[src/hw/rtl/gbm_pkg.sv]
`default_nettype none

package gbm_pkg;

   // Remap slots: shoot, bomb, focus, menu, up, down, left, right, skip
   localparam int NUM_SLOTS = 9;
   localparam int SLOT_W    = 6;
   localparam int MAP_W     = NUM_SLOTS * SLOT_W;
   localparam int PAD_W     = 32;
   localparam int PAD_IDX_W = $clog2(PAD_W);
   localparam int BTN_W     = 16;
   localparam int AXIS_W    = 16;
   localparam int THR_W     = 15;
   localparam int TIMER_W   = 5;

   // APB side: 64-bit data, registers on 8-byte strides
   localparam int CSR_DATA_W = 64;
   localparam int CSR_ADDR_W = 5;

   // Every slot disabled after reset
   localparam logic [MAP_W-1:0] MAP_RESET = 54'h20820820820820;

   // Slot layout
   localparam int SLOT_DISABLE_BIT = 5;

   // Auto-focus hold timer
   localparam logic [TIMER_W-1:0] TIMER_MAX  = 5'd20;
   localparam logic [TIMER_W-1:0] TIMER_STEP = 5'd10;

   // Game button bit positions
   localparam int BIT_SHOOT = 0;
   localparam int BIT_FOCUS = 2;
   localparam int BIT_UP    = 4;
   localparam int BIT_DOWN  = 5;
   localparam int BIT_LEFT  = 6;
   localparam int BIT_RIGHT = 7;
   localparam int BIT_D     = 9;

   // Pad button hard-wired to D
   localparam logic [PAD_IDX_W-1:0] D_PAD_INDEX = 5'd7;

   // Register indexes (byte address / 8)
   typedef enum logic [1:0] {
      REG_BUTTON_MAP = 2'd0,
      REG_AUTO_FOCUS = 2'd1,
      REG_THRESH_X   = 2'd2,
      REG_THRESH_Y   = 2'd3
   } reg_idx_type;

   // Current configuration, from the register block to the mapper
   typedef struct packed {
      logic [MAP_W-1:0] button_map;
      logic             auto_focus_enable;
      logic [THR_W-1:0] axis_threshold_x;
      logic [THR_W-1:0] axis_threshold_y;
   } cfg_type;

endpackage

`default_nettype wire

[src/hw/rtl/gbm_csr.sv]
`default_nettype none

module gbm_csr
   import gbm_pkg::*;
(
   input  wire logic                  clock,
   input  wire logic                  reset,
   input  wire logic                  csr_psel,
   input  wire logic                  csr_penable,
   input  wire logic                  csr_pwrite,
   input  wire logic [CSR_ADDR_W-1:0] csr_paddr,
   input  wire logic [CSR_DATA_W-1:0] csr_pwdata,
   output logic      [CSR_DATA_W-1:0] csr_prdata,
   output logic                       csr_pready,
   output cfg_type                    cfg
);

   cfg_type     cfg_ff;
   cfg_type     cfg_in;
   reg_idx_type reg_idx;
   logic        wr_en;

   assign csr_pready = 1'b1;
   assign reg_idx    = reg_idx_type'(csr_paddr[CSR_ADDR_W-1:3]);
   assign wr_en      = csr_psel && csr_penable && csr_pwrite && csr_pready;

   // Register write
   always_comb begin
      cfg_in = cfg_ff;
      if (wr_en) begin
         unique case (reg_idx)
            REG_BUTTON_MAP: cfg_in.button_map        = csr_pwdata[MAP_W-1:0];
            REG_AUTO_FOCUS: cfg_in.auto_focus_enable = csr_pwdata[0];
            REG_THRESH_X:   cfg_in.axis_threshold_x  = csr_pwdata[THR_W-1:0];
            REG_THRESH_Y:   cfg_in.axis_threshold_y  = csr_pwdata[THR_W-1:0];
            default:        cfg_in = cfg_ff;
         endcase
      end
   end

   always_ff @(posedge clock) begin
      if (reset) begin
         cfg_ff.button_map        <= MAP_RESET;
         cfg_ff.auto_focus_enable <= 1'b0;
         cfg_ff.axis_threshold_x  <= '0;
         cfg_ff.axis_threshold_y  <= '0;
      end else begin
         cfg_ff <= cfg_in;
      end
   end

   // Read back
   always_comb begin
      csr_prdata = '0;
      unique case (reg_idx)
         REG_BUTTON_MAP: csr_prdata[MAP_W-1:0] = cfg_ff.button_map;
         REG_AUTO_FOCUS: csr_prdata[0]         = cfg_ff.auto_focus_enable;
         REG_THRESH_X:   csr_prdata[THR_W-1:0] = cfg_ff.axis_threshold_x;
         REG_THRESH_Y:   csr_prdata[THR_W-1:0] = cfg_ff.axis_threshold_y;
         default:        csr_prdata = '0;
      endcase
   end

   assign cfg = cfg_ff;

endmodule

`default_nettype wire

[src/hw/rtl/gbm_map.sv]
`default_nettype none

module gbm_map
   import gbm_pkg::*;
(
   input  wire cfg_type              cfg,
   input  wire logic                 device_ok,
   input  wire logic [BTN_W-1:0]     keyboard_buttons,
   input  wire logic [PAD_W-1:0]     pad_buttons,
   input  wire logic [AXIS_W-1:0]    axis_x,
   input  wire logic [AXIS_W-1:0]    axis_y,
   input  wire logic [TIMER_W-1:0]   timer,
   output logic      [BTN_W-1:0]     game_buttons,
   output logic      [TIMER_W-1:0]   timer_next
);

   logic [NUM_SLOTS-1:0]  slot_hit;
   logic [SLOT_W-1:0]     slot;
   logic [BTN_W-1:0]      btn;
   logic [TIMER_W-1:0]    timer_up;
   logic                  focus_force;
   logic signed [AXIS_W:0] ax;
   logic signed [AXIS_W:0] ay;
   logic signed [AXIS_W:0] tx;
   logic signed [AXIS_W:0] ty;

   // Per-slot lookup of the routed pad button
   always_comb begin
      for (int s = 0; s < NUM_SLOTS; s++) begin
         slot        = cfg.button_map[s*SLOT_W +: SLOT_W];
         slot_hit[s] = !slot[SLOT_DISABLE_BIT] && pad_buttons[slot[PAD_IDX_W-1:0]];
      end
   end

   // Stick compares, widened to 17 bits signed
   assign ax = $signed({axis_x[AXIS_W-1], axis_x});
   assign ay = $signed({axis_y[AXIS_W-1], axis_y});
   assign tx = $signed({2'b00, cfg.axis_threshold_x});
   assign ty = $signed({2'b00, cfg.axis_threshold_y});

   // Auto-focus hold timer
   assign timer_up = (timer < TIMER_MAX) ? timer + 5'd1 : timer;

   always_comb begin
      timer_next  = timer;
      focus_force = 1'b0;
      if (device_ok && cfg.auto_focus_enable) begin
         priority if (slot_hit[BIT_SHOOT]) begin
            timer_next  = timer_up;
            focus_force = (timer_up >= TIMER_STEP);
         end else if (timer > TIMER_STEP) begin
            timer_next  = timer - TIMER_STEP;
            focus_force = 1'b1;
         end else begin
            timer_next  = '0;
         end
      end
   end

   // Merge pad onto keyboard bits
   always_comb begin
      btn = keyboard_buttons;
      if (device_ok) begin
         btn[NUM_SLOTS-1:0] = btn[NUM_SLOTS-1:0] | slot_hit;
         btn[BIT_FOCUS]     = btn[BIT_FOCUS] | focus_force;
         btn[BIT_D]         = btn[BIT_D] | pad_buttons[D_PAD_INDEX];
         btn[BIT_RIGHT]     = btn[BIT_RIGHT] | (ax > tx);
         btn[BIT_LEFT]      = btn[BIT_LEFT] | (ax < -tx);
         btn[BIT_DOWN]      = btn[BIT_DOWN] | (ay > ty);
         btn[BIT_UP]        = btn[BIT_UP] | (ay < -ty);
      end
      game_buttons = btn;
   end

endmodule

`default_nettype wire

[src/hw/rtl/gamepad_button_mapper_core.sv]
// Gamepad button mapper core.
// Input stream (req_): one pad poll per transfer. req_tdata carries the
// keyboard bits, pad button mask and the two signed stick axes; req_tuser
// is the device-ok flag. Output stream (rsp_): one 16-bit game button word
// per poll, in poll order.
// Configuration goes through the APB port (button map, auto-focus enable,
// stick thresholds); the user must write it only while the core is idle,
// as the core itself does not enforce this. A poll is registered in the
// input register, then mapped and registered in the result register.
// Throughput: one poll per cycle while the receiver keeps rsp_tready high;
// the hold timer moves only when a poll passes into the result register.
// Reset clears both stages, the hold timer and the registers to their
// defaults (all remap slots disabled, auto-focus off, thresholds zero).
// When the receiver stalls, the result register holds its word and the
// input register still takes one more poll; req_tready drops only when both
// stages are full and rsp_tready is low.
`default_nettype none

module gamepad_button_mapper_core
   import gbm_pkg::*;
(
   input  wire logic                  clock,
   input  wire logic                  reset,

   input  wire logic                  req_tvalid,
   output logic                       req_tready,
   // [15:0] keyboard_buttons, [47:16] pad_buttons, [63:48] axis_x, [79:64] axis_y
   input  wire logic [79:0]           req_tdata,
   // [0] device_ok
   input  wire logic [0:0]            req_tuser,

   output logic                       rsp_tvalid,
   input  wire logic                  rsp_tready,
   // [15:0] game_buttons
   output logic      [BTN_W-1:0]      rsp_tdata,

   input  wire logic                  csr_psel,
   input  wire logic                  csr_penable,
   input  wire logic                  csr_pwrite,
   input  wire logic [CSR_ADDR_W-1:0] csr_paddr,
   input  wire logic [CSR_DATA_W-1:0] csr_pwdata,
   output logic      [CSR_DATA_W-1:0] csr_prdata,
   output logic                       csr_pready
);

   cfg_type              cfg;

   logic                 s1_valid_ff, s1_valid_in;
   logic [79:0]          s1_data_ff;
   logic                 s1_ok_ff;
   logic                 out_valid_ff, out_valid_in;
   logic [BTN_W-1:0]     out_data_ff;
   logic [TIMER_W-1:0]   timer_ff;

   logic                 req_fire;
   logic                 s1_fire;
   logic [BTN_W-1:0]     map_buttons;
   logic [TIMER_W-1:0]   timer_next;

   gbm_csr u_csr (
      .clock       (clock),
      .reset       (reset),
      .csr_psel    (csr_psel),
      .csr_penable (csr_penable),
      .csr_pwrite  (csr_pwrite),
      .csr_paddr   (csr_paddr),
      .csr_pwdata  (csr_pwdata),
      .csr_prdata  (csr_prdata),
      .csr_pready  (csr_pready),
      .cfg         (cfg)
   );

   gbm_map u_map (
      .cfg              (cfg),
      .device_ok        (s1_ok_ff),
      .keyboard_buttons (s1_data_ff[15:0]),
      .pad_buttons      (s1_data_ff[47:16]),
      .axis_x           (s1_data_ff[63:48]),
      .axis_y           (s1_data_ff[79:64]),
      .timer            (timer_ff),
      .game_buttons     (map_buttons),
      .timer_next       (timer_next)
   );

   // Handshake between input stage and result stage
   assign s1_fire    = s1_valid_ff && (!out_valid_ff || rsp_tready);
   assign req_tready = !s1_valid_ff || s1_fire;
   assign req_fire   = req_tvalid && req_tready;

   always_comb begin
      s1_valid_in  = req_fire ? 1'b1 : (s1_fire ? 1'b0 : s1_valid_ff);
      out_valid_in = s1_fire ? 1'b1 : (rsp_tready ? 1'b0 : out_valid_ff);
   end

   // Control state
   always_ff @(posedge clock) begin
      if (reset) begin
         s1_valid_ff  <= 1'b0;
         out_valid_ff <= 1'b0;
         timer_ff     <= '0;
      end else begin
         s1_valid_ff  <= s1_valid_in;
         out_valid_ff <= out_valid_in;
         if (s1_fire) begin
            timer_ff <= timer_next;
         end
      end
   end

   // Payload
   always_ff @(posedge clock) begin
      if (req_fire) begin
         s1_data_ff <= req_tdata;
         s1_ok_ff   <= req_tuser[0];
      end
      if (s1_fire) begin
         out_data_ff <= map_buttons;
      end
   end

   assign rsp_tvalid = out_valid_ff;
   assign rsp_tdata  = out_data_ff;

   // Backpressure only when both stages hold a poll
   a_full_stall: assert property (@(posedge clock) disable iff (reset)
      !req_tready |-> (s1_valid_ff && out_valid_ff && !rsp_tready))
      else $error("input stalled while a stage was free");

   // Hold timer stays in range
   a_timer_range: assert property (@(posedge clock) disable iff (reset)
      timer_ff <= TIMER_MAX)
      else $error("focus hold timer above its maximum");

   // Timer moves only when a poll is mapped
   a_timer_hold: assert property (@(posedge clock) disable iff (reset)
      !s1_fire |=> $stable(timer_ff))
      else $error("focus hold timer changed without a poll");

   // A mapped poll always lands in the result register
   a_result_loaded: assert property (@(posedge clock) disable iff (reset)
      s1_fire |=> rsp_tvalid)
      else $error("mapped poll did not produce a result");

endmodule

`default_nettype wire

[config.mk]
export PLATFORM = sky130hd
export DESIGN_NAME = gamepad_button_mapper_core
export DESIGN_NICKNAME = d
export VERILOG_FILES = /design/src/hw/rtl/gbm_pkg.sv /design/src/hw/rtl/gbm_csr.sv /design/src/hw/rtl/gbm_map.sv /design/src/hw/rtl/gamepad_button_mapper_core.sv
export SDC_FILE = /design/constraint.sdc
export NUM_CORES = 1
export LEC_CHECK = 0
export ABC_AREA = 1
export BUFFER_PORTS_ARGS = -buffer_cell sky130_fd_sc_hd__buf_2
export CAP_MARGIN = 5
export CORE_MARGIN = 4
export CORE_UTILIZATION = 51
export DETAILED_ROUTE_END_ITERATION = 8
export GPL_TIMING_DRIVEN = 0
export PLACE_DENSITY = 0.78
export SYNTH_ARGS = -nofsm -noshare
export SYNTH_HDL_FRONTEND = slang
export SYNTH_SLANG_ARGS = --single-unit
export TNS_END_PERCENT = 30
[constraint.sdc]
create_clock -name clock -period 2.65 [get_ports clock]
set_clock_uncertainty 0.05 [all_clocks]
set_input_delay 0.53 -clock clock [delete_from_list [all_inputs] [get_ports clock]]
set_output_delay 0.53 -clock clock [all_outputs]
set_load 0.05 [all_outputs]
==> results.txt <==
- CP max FO: 2
- Syn Area/Cell: about 7.7 sq um
- The die covers 25,300 sq um.
- Fin nets: 1,999
* Net switching component of the power: 2.36 mW
- After detailed placement, the total cell area comes to 13,100 sq um.
- Final worst-path cycle share: 118%
- The worst setup path is captured at a flip-flop.
* Number of max-slew violations in the final report: 0
- Registers are responsible for 44.4% of the overall power.
* Register area share after synthesis: between 40% and 50%
- Clock-pin slew was measured on the worst setup and hold paths at ~0.080 ns.
- Violations in the final reports: setup timing
* Proportion of total power due to net switching: 31.6%
- Count of endpoints failing hold in the final timing report: 0
* Vias in the first global route: 11,276
- Vias per cell: roughly 5.9
- Synthesized cell area: ~12,000 sq um
- In the layout the commonest cells are sky130_fd_sc_hd__buf_2, sky130_fd_sc_hd__nand2_1, sky130_fd_sc_hd__o21ai_0.
* Largest net degree at the start of global routing: 45
- Total power consumption of the routed design: 7.47 mW
- Total of flip-flops plus latches after synthesis: 189
* Number of H-tree branching levels: 4
- Traced cell by cell, the critical path runs through inv_2 -> ha_4 -> nand2_4 -> nor2_4 -> nand4_1 -> nor2_2 -> nand3_2 -> nor3_4 -> nand3_2 -> nand2_2 -> o21ai_2 -> ha_1 -> nand2_1 -> inv_2 -> o21ai_2 -> nand2_1 -> nor2_2 -> nand3_2 -> xnor2_2 -> nand3_1 -> nand2_1 -> inv_1.
- In this run, placement finished with an instance count of 2,020.
- After synthesis, the netlist uses 44 different library cells.
* Number of DRC violations after detailed routing: 0
- Measured along the y axis, the die boundary spans between 150 and 200 microns.
- Summed over all layers, the global routing overflow is 0.
* Count of mapped cells out of synthesis: 1,511
- The critical path is of the reg2reg type.
* Max-Slew Margin vs Limit: 37.6%
- Biggest cell delay along the critical path: around 0.33 ns
* Cell family with most CP delay: simple AND/OR/NAND/NOR gates
- For the worst setup path, the data required time is 2.81 ns.
* Number of clock sinks: 189
- Max rail drop VDD: 0.000377 V
- Final WL: approximately 40 mm
- For this configuration, the core starts out at a cell density of approximately 52%.
* Clock buffers created by TritonCTS: 17
- Summing over every cut layer, the via total after detailed routing is about 12,000.
- The repair_antennas step left the layout with diodes totalling 0.
- The internal power of the cells totals a little over 5 mW.
- Static leakage: 6.05 nW
* Fraction of final layout cells with drive strength greater than 1: a little over a fifth
- 240 I/O pins were placed.
* Detailed-route wire length per cell: about 19 microns
- The wire-length estimate of the detail-placed layout is about 29 mm.
* Global-route wire length before repair: 61.1 mm
- The Yosys step of the flow raised 0 warnings.
- Iter 0 DRT Violations: 1,422
* 1st-pass router iterations: 8
- The clock reaches the later pin of the worst-skew pair after 0.44 ns.
- Max Cap Violations: 0
- The count of buffers added on input and output ports is 214.
- Per report_power, the combinational group accounts for about a fifth of the total.
* CTS tree: yes
* Synth async-reset ratio: 0%
* Final Core Density: 62.7%
- The run finished, with violations left.
- In this run the deepest clock path goes through 2 buffers.
- Setup TNS after final layout: -0.848 ns
- Placer's final routability congestion estimate: 0.965
- Dpl ws: -0.916 ns
- The worst setup path is launched from a flip-flop.
- Yosys mapped a number of flops with a built-in enable equal to 97.
- Power density cells: 527 nW/um^2
- Least-Margin Pin Slew: 0.934 ns
- The die is 159 microns wide.
* Achievable frequency: approximately 320 MHz
- Final hold slack: 0.202 ns
- In this run the remaining antenna-violating nets after routing total 0.
- The finished layout holds 2,072 standard cells, fillers aside.
- The library cell used most frequently in the layout, excluding fill and tap cells, is sky130_fd_sc_hd__buf_2.
* P&R area growth vs syn: 21.7%
* Fillcell total: 1,970
- Number of core rows: between 50 and 60
- Setup violations remaining at the end of the flow were counted as 2.
- The worst path in the final design needs a cycle of 3.12 ns, including I/O delays and setup.
- In the global route stage, overall resource usage came out at 30.2%.
* Buffers plus inverters on the worst setup path: 3
- In this run the worst hold path is classified as in2reg.
- Data arrival time of the critical path: 3.28 ns
* Clock network fraction of design power: 36.5%
- RSZ-0062 raised after global routing: yes
- The core region is 22,600 sq um.
- Once routing completed, OpenROAD measured the worst setup slack at -0.474 ns.
* Layout Cell Area excl Fill: 14,200 sq um
- In this run, post-CTS hold repair placed 0 buffers.
- Number of antenna violations at the first check in global routing: 0
- Flip-flop cell with the highest count after synthesis: sky130_fd_sc_hd__edfxtp_1
- The root buffer cell chosen for the clock tree is sky130_fd_sc_hd__clkbuf_16.
- The largest individual stage delay along the critical path comes from the cell sky130_fd_sc_hd__dfxtp_2.
-- power groups by stage --
stage	Clock [mW]	Combinational, mW	Sequential, mW
global placement	0	1.24	3.38
CTS	2.72	1.36	3.31
global route	2.87	1.57	3.33
floorplan	0	0.815	3.38
finish	2.72	1.43	3.32
detailed placement	0	1.27	3.38
-- final timing paths --
check	startpoint	to	slack, ns	depth (start not counted)
worst max-delay path	u_csr.cfg[1]	rsp_tdata[4]	-0.47	22
worst min-delay path	req_tdata[51]	s1_data_ff[51]	0.20	1
worst max register to register	u_csr.cfg[1]	rsp_tdata[4]	-0.47	22
worst min register to register	s1_data_ff[13]	rsp_tdata[13]	0.37	0
-- cell usage after synthesis (3+ instances only) --
library cell               instances  share of area [%]
sky130_fd_sc_hd__nor2_1          189                6.1
sky130_fd_sc_hd__buf_2            16               0.69
sky130_fd_sc_hd__edfxtp_1         97                 25
sky130_fd_sc_hd__o221ai_1         28                2.1
sky130_fd_sc_hd__inv_1           129                4.2
sky130_fd_sc_hd__nand3_1          96                4.1
sky130_fd_sc_hd__a21o_1            3               0.19
sky130_fd_sc_hd__ha_1             68                7.3
sky130_fd_sc_hd__o21a_1            3               0.19
sky130_fd_sc_hd__nand4_1          11               0.59
sky130_fd_sc_hd__inv_2             6               0.19
sky130_fd_sc_hd__a21oi_1         127                5.5
sky130_fd_sc_hd__a211oi_1          3               0.19
sky130_fd_sc_hd__nor3_2            5               0.43
sky130_fd_sc_hd__dfxtp_1          92                 16
sky130_fd_sc_hd__o22ai_1          32                1.7
sky130_fd_sc_hd__buf_6             3               0.29
sky130_fd_sc_hd__nand2_1         222                7.2
sky130_fd_sc_hd__o21ai_0         220                9.5
sky130_fd_sc_hd__clkbuf_1         58                1.9
sky130_fd_sc_hd__buf_4            13               0.84
sky130_fd_sc_hd__nor3_1            9               0.39
sky130_fd_sc_hd__o21bai_1          4               0.26
sky130_fd_sc_hd__nand3_2           5               0.43
sky130_fd_sc_hd__o21ai_1           8               0.34
sky130_fd_sc_hd__o211ai_1         17                1.1
sky130_fd_sc_hd__xor2_1           23                1.7
-- sequential cells by signal, indices dropped and copies added (netlist names) --
name         cells
s1_valid_ff      1
u_csr.cfg       85
s1_data_ff      80
rsp_tvalid       1
rsp_tdata       16
timer_ff         5
s1_ok_ff         1
-- metal layers --
layer | vias to the layer above | part of all wire [%] | GRT usage (%)
met1 | 5627 | 39 | 40.8
met4 | 0 | 4.6 | 13.3
li1 | 5741 | - | -
met5 | - | 0 | 0
met3 | 148 | 12 | 6.16
met2 | 797 | 45 | 47.2
-- cells by family after synthesis --
family,after synthesis,synth area share (%)
AO/OA/AOI/OAI,448,21.3
XOR/XNOR,25,1.88
adder cells (fa/ha/maj),68,7.31
buffers and inverters,229,8.25
flip-flops,189,40.9
other,2,0.0645
AND/OR/NAND/NOR,550,20.4
-- final cells by class --
cell class | instances | area, sq um | area share [%]
multi-input combinational | 1102 | 6180 | 43.7
sequential | 189 | 4770 | 33.7
timing repair buffer | 235 | 1250 | 8.84
inverter | 138 | 534 | 3.77
clock buffer | 19 | 475 | 3.36
buffer | 91 | 437 | 3.08
tap | 285 | 357 | 2.52
clock inverter | 13 | 153 | 1.08
-- repair_timing --
| item | CTS | global route |
|---|---|---|
| resized for setup | 36 | 30 |
| setup buffers | 16 | 4 |
| endpoints found under the setup margin | 8 | 15 |
| pin swaps | 21 | 34 |
Power figures use the tool's default switching activity.
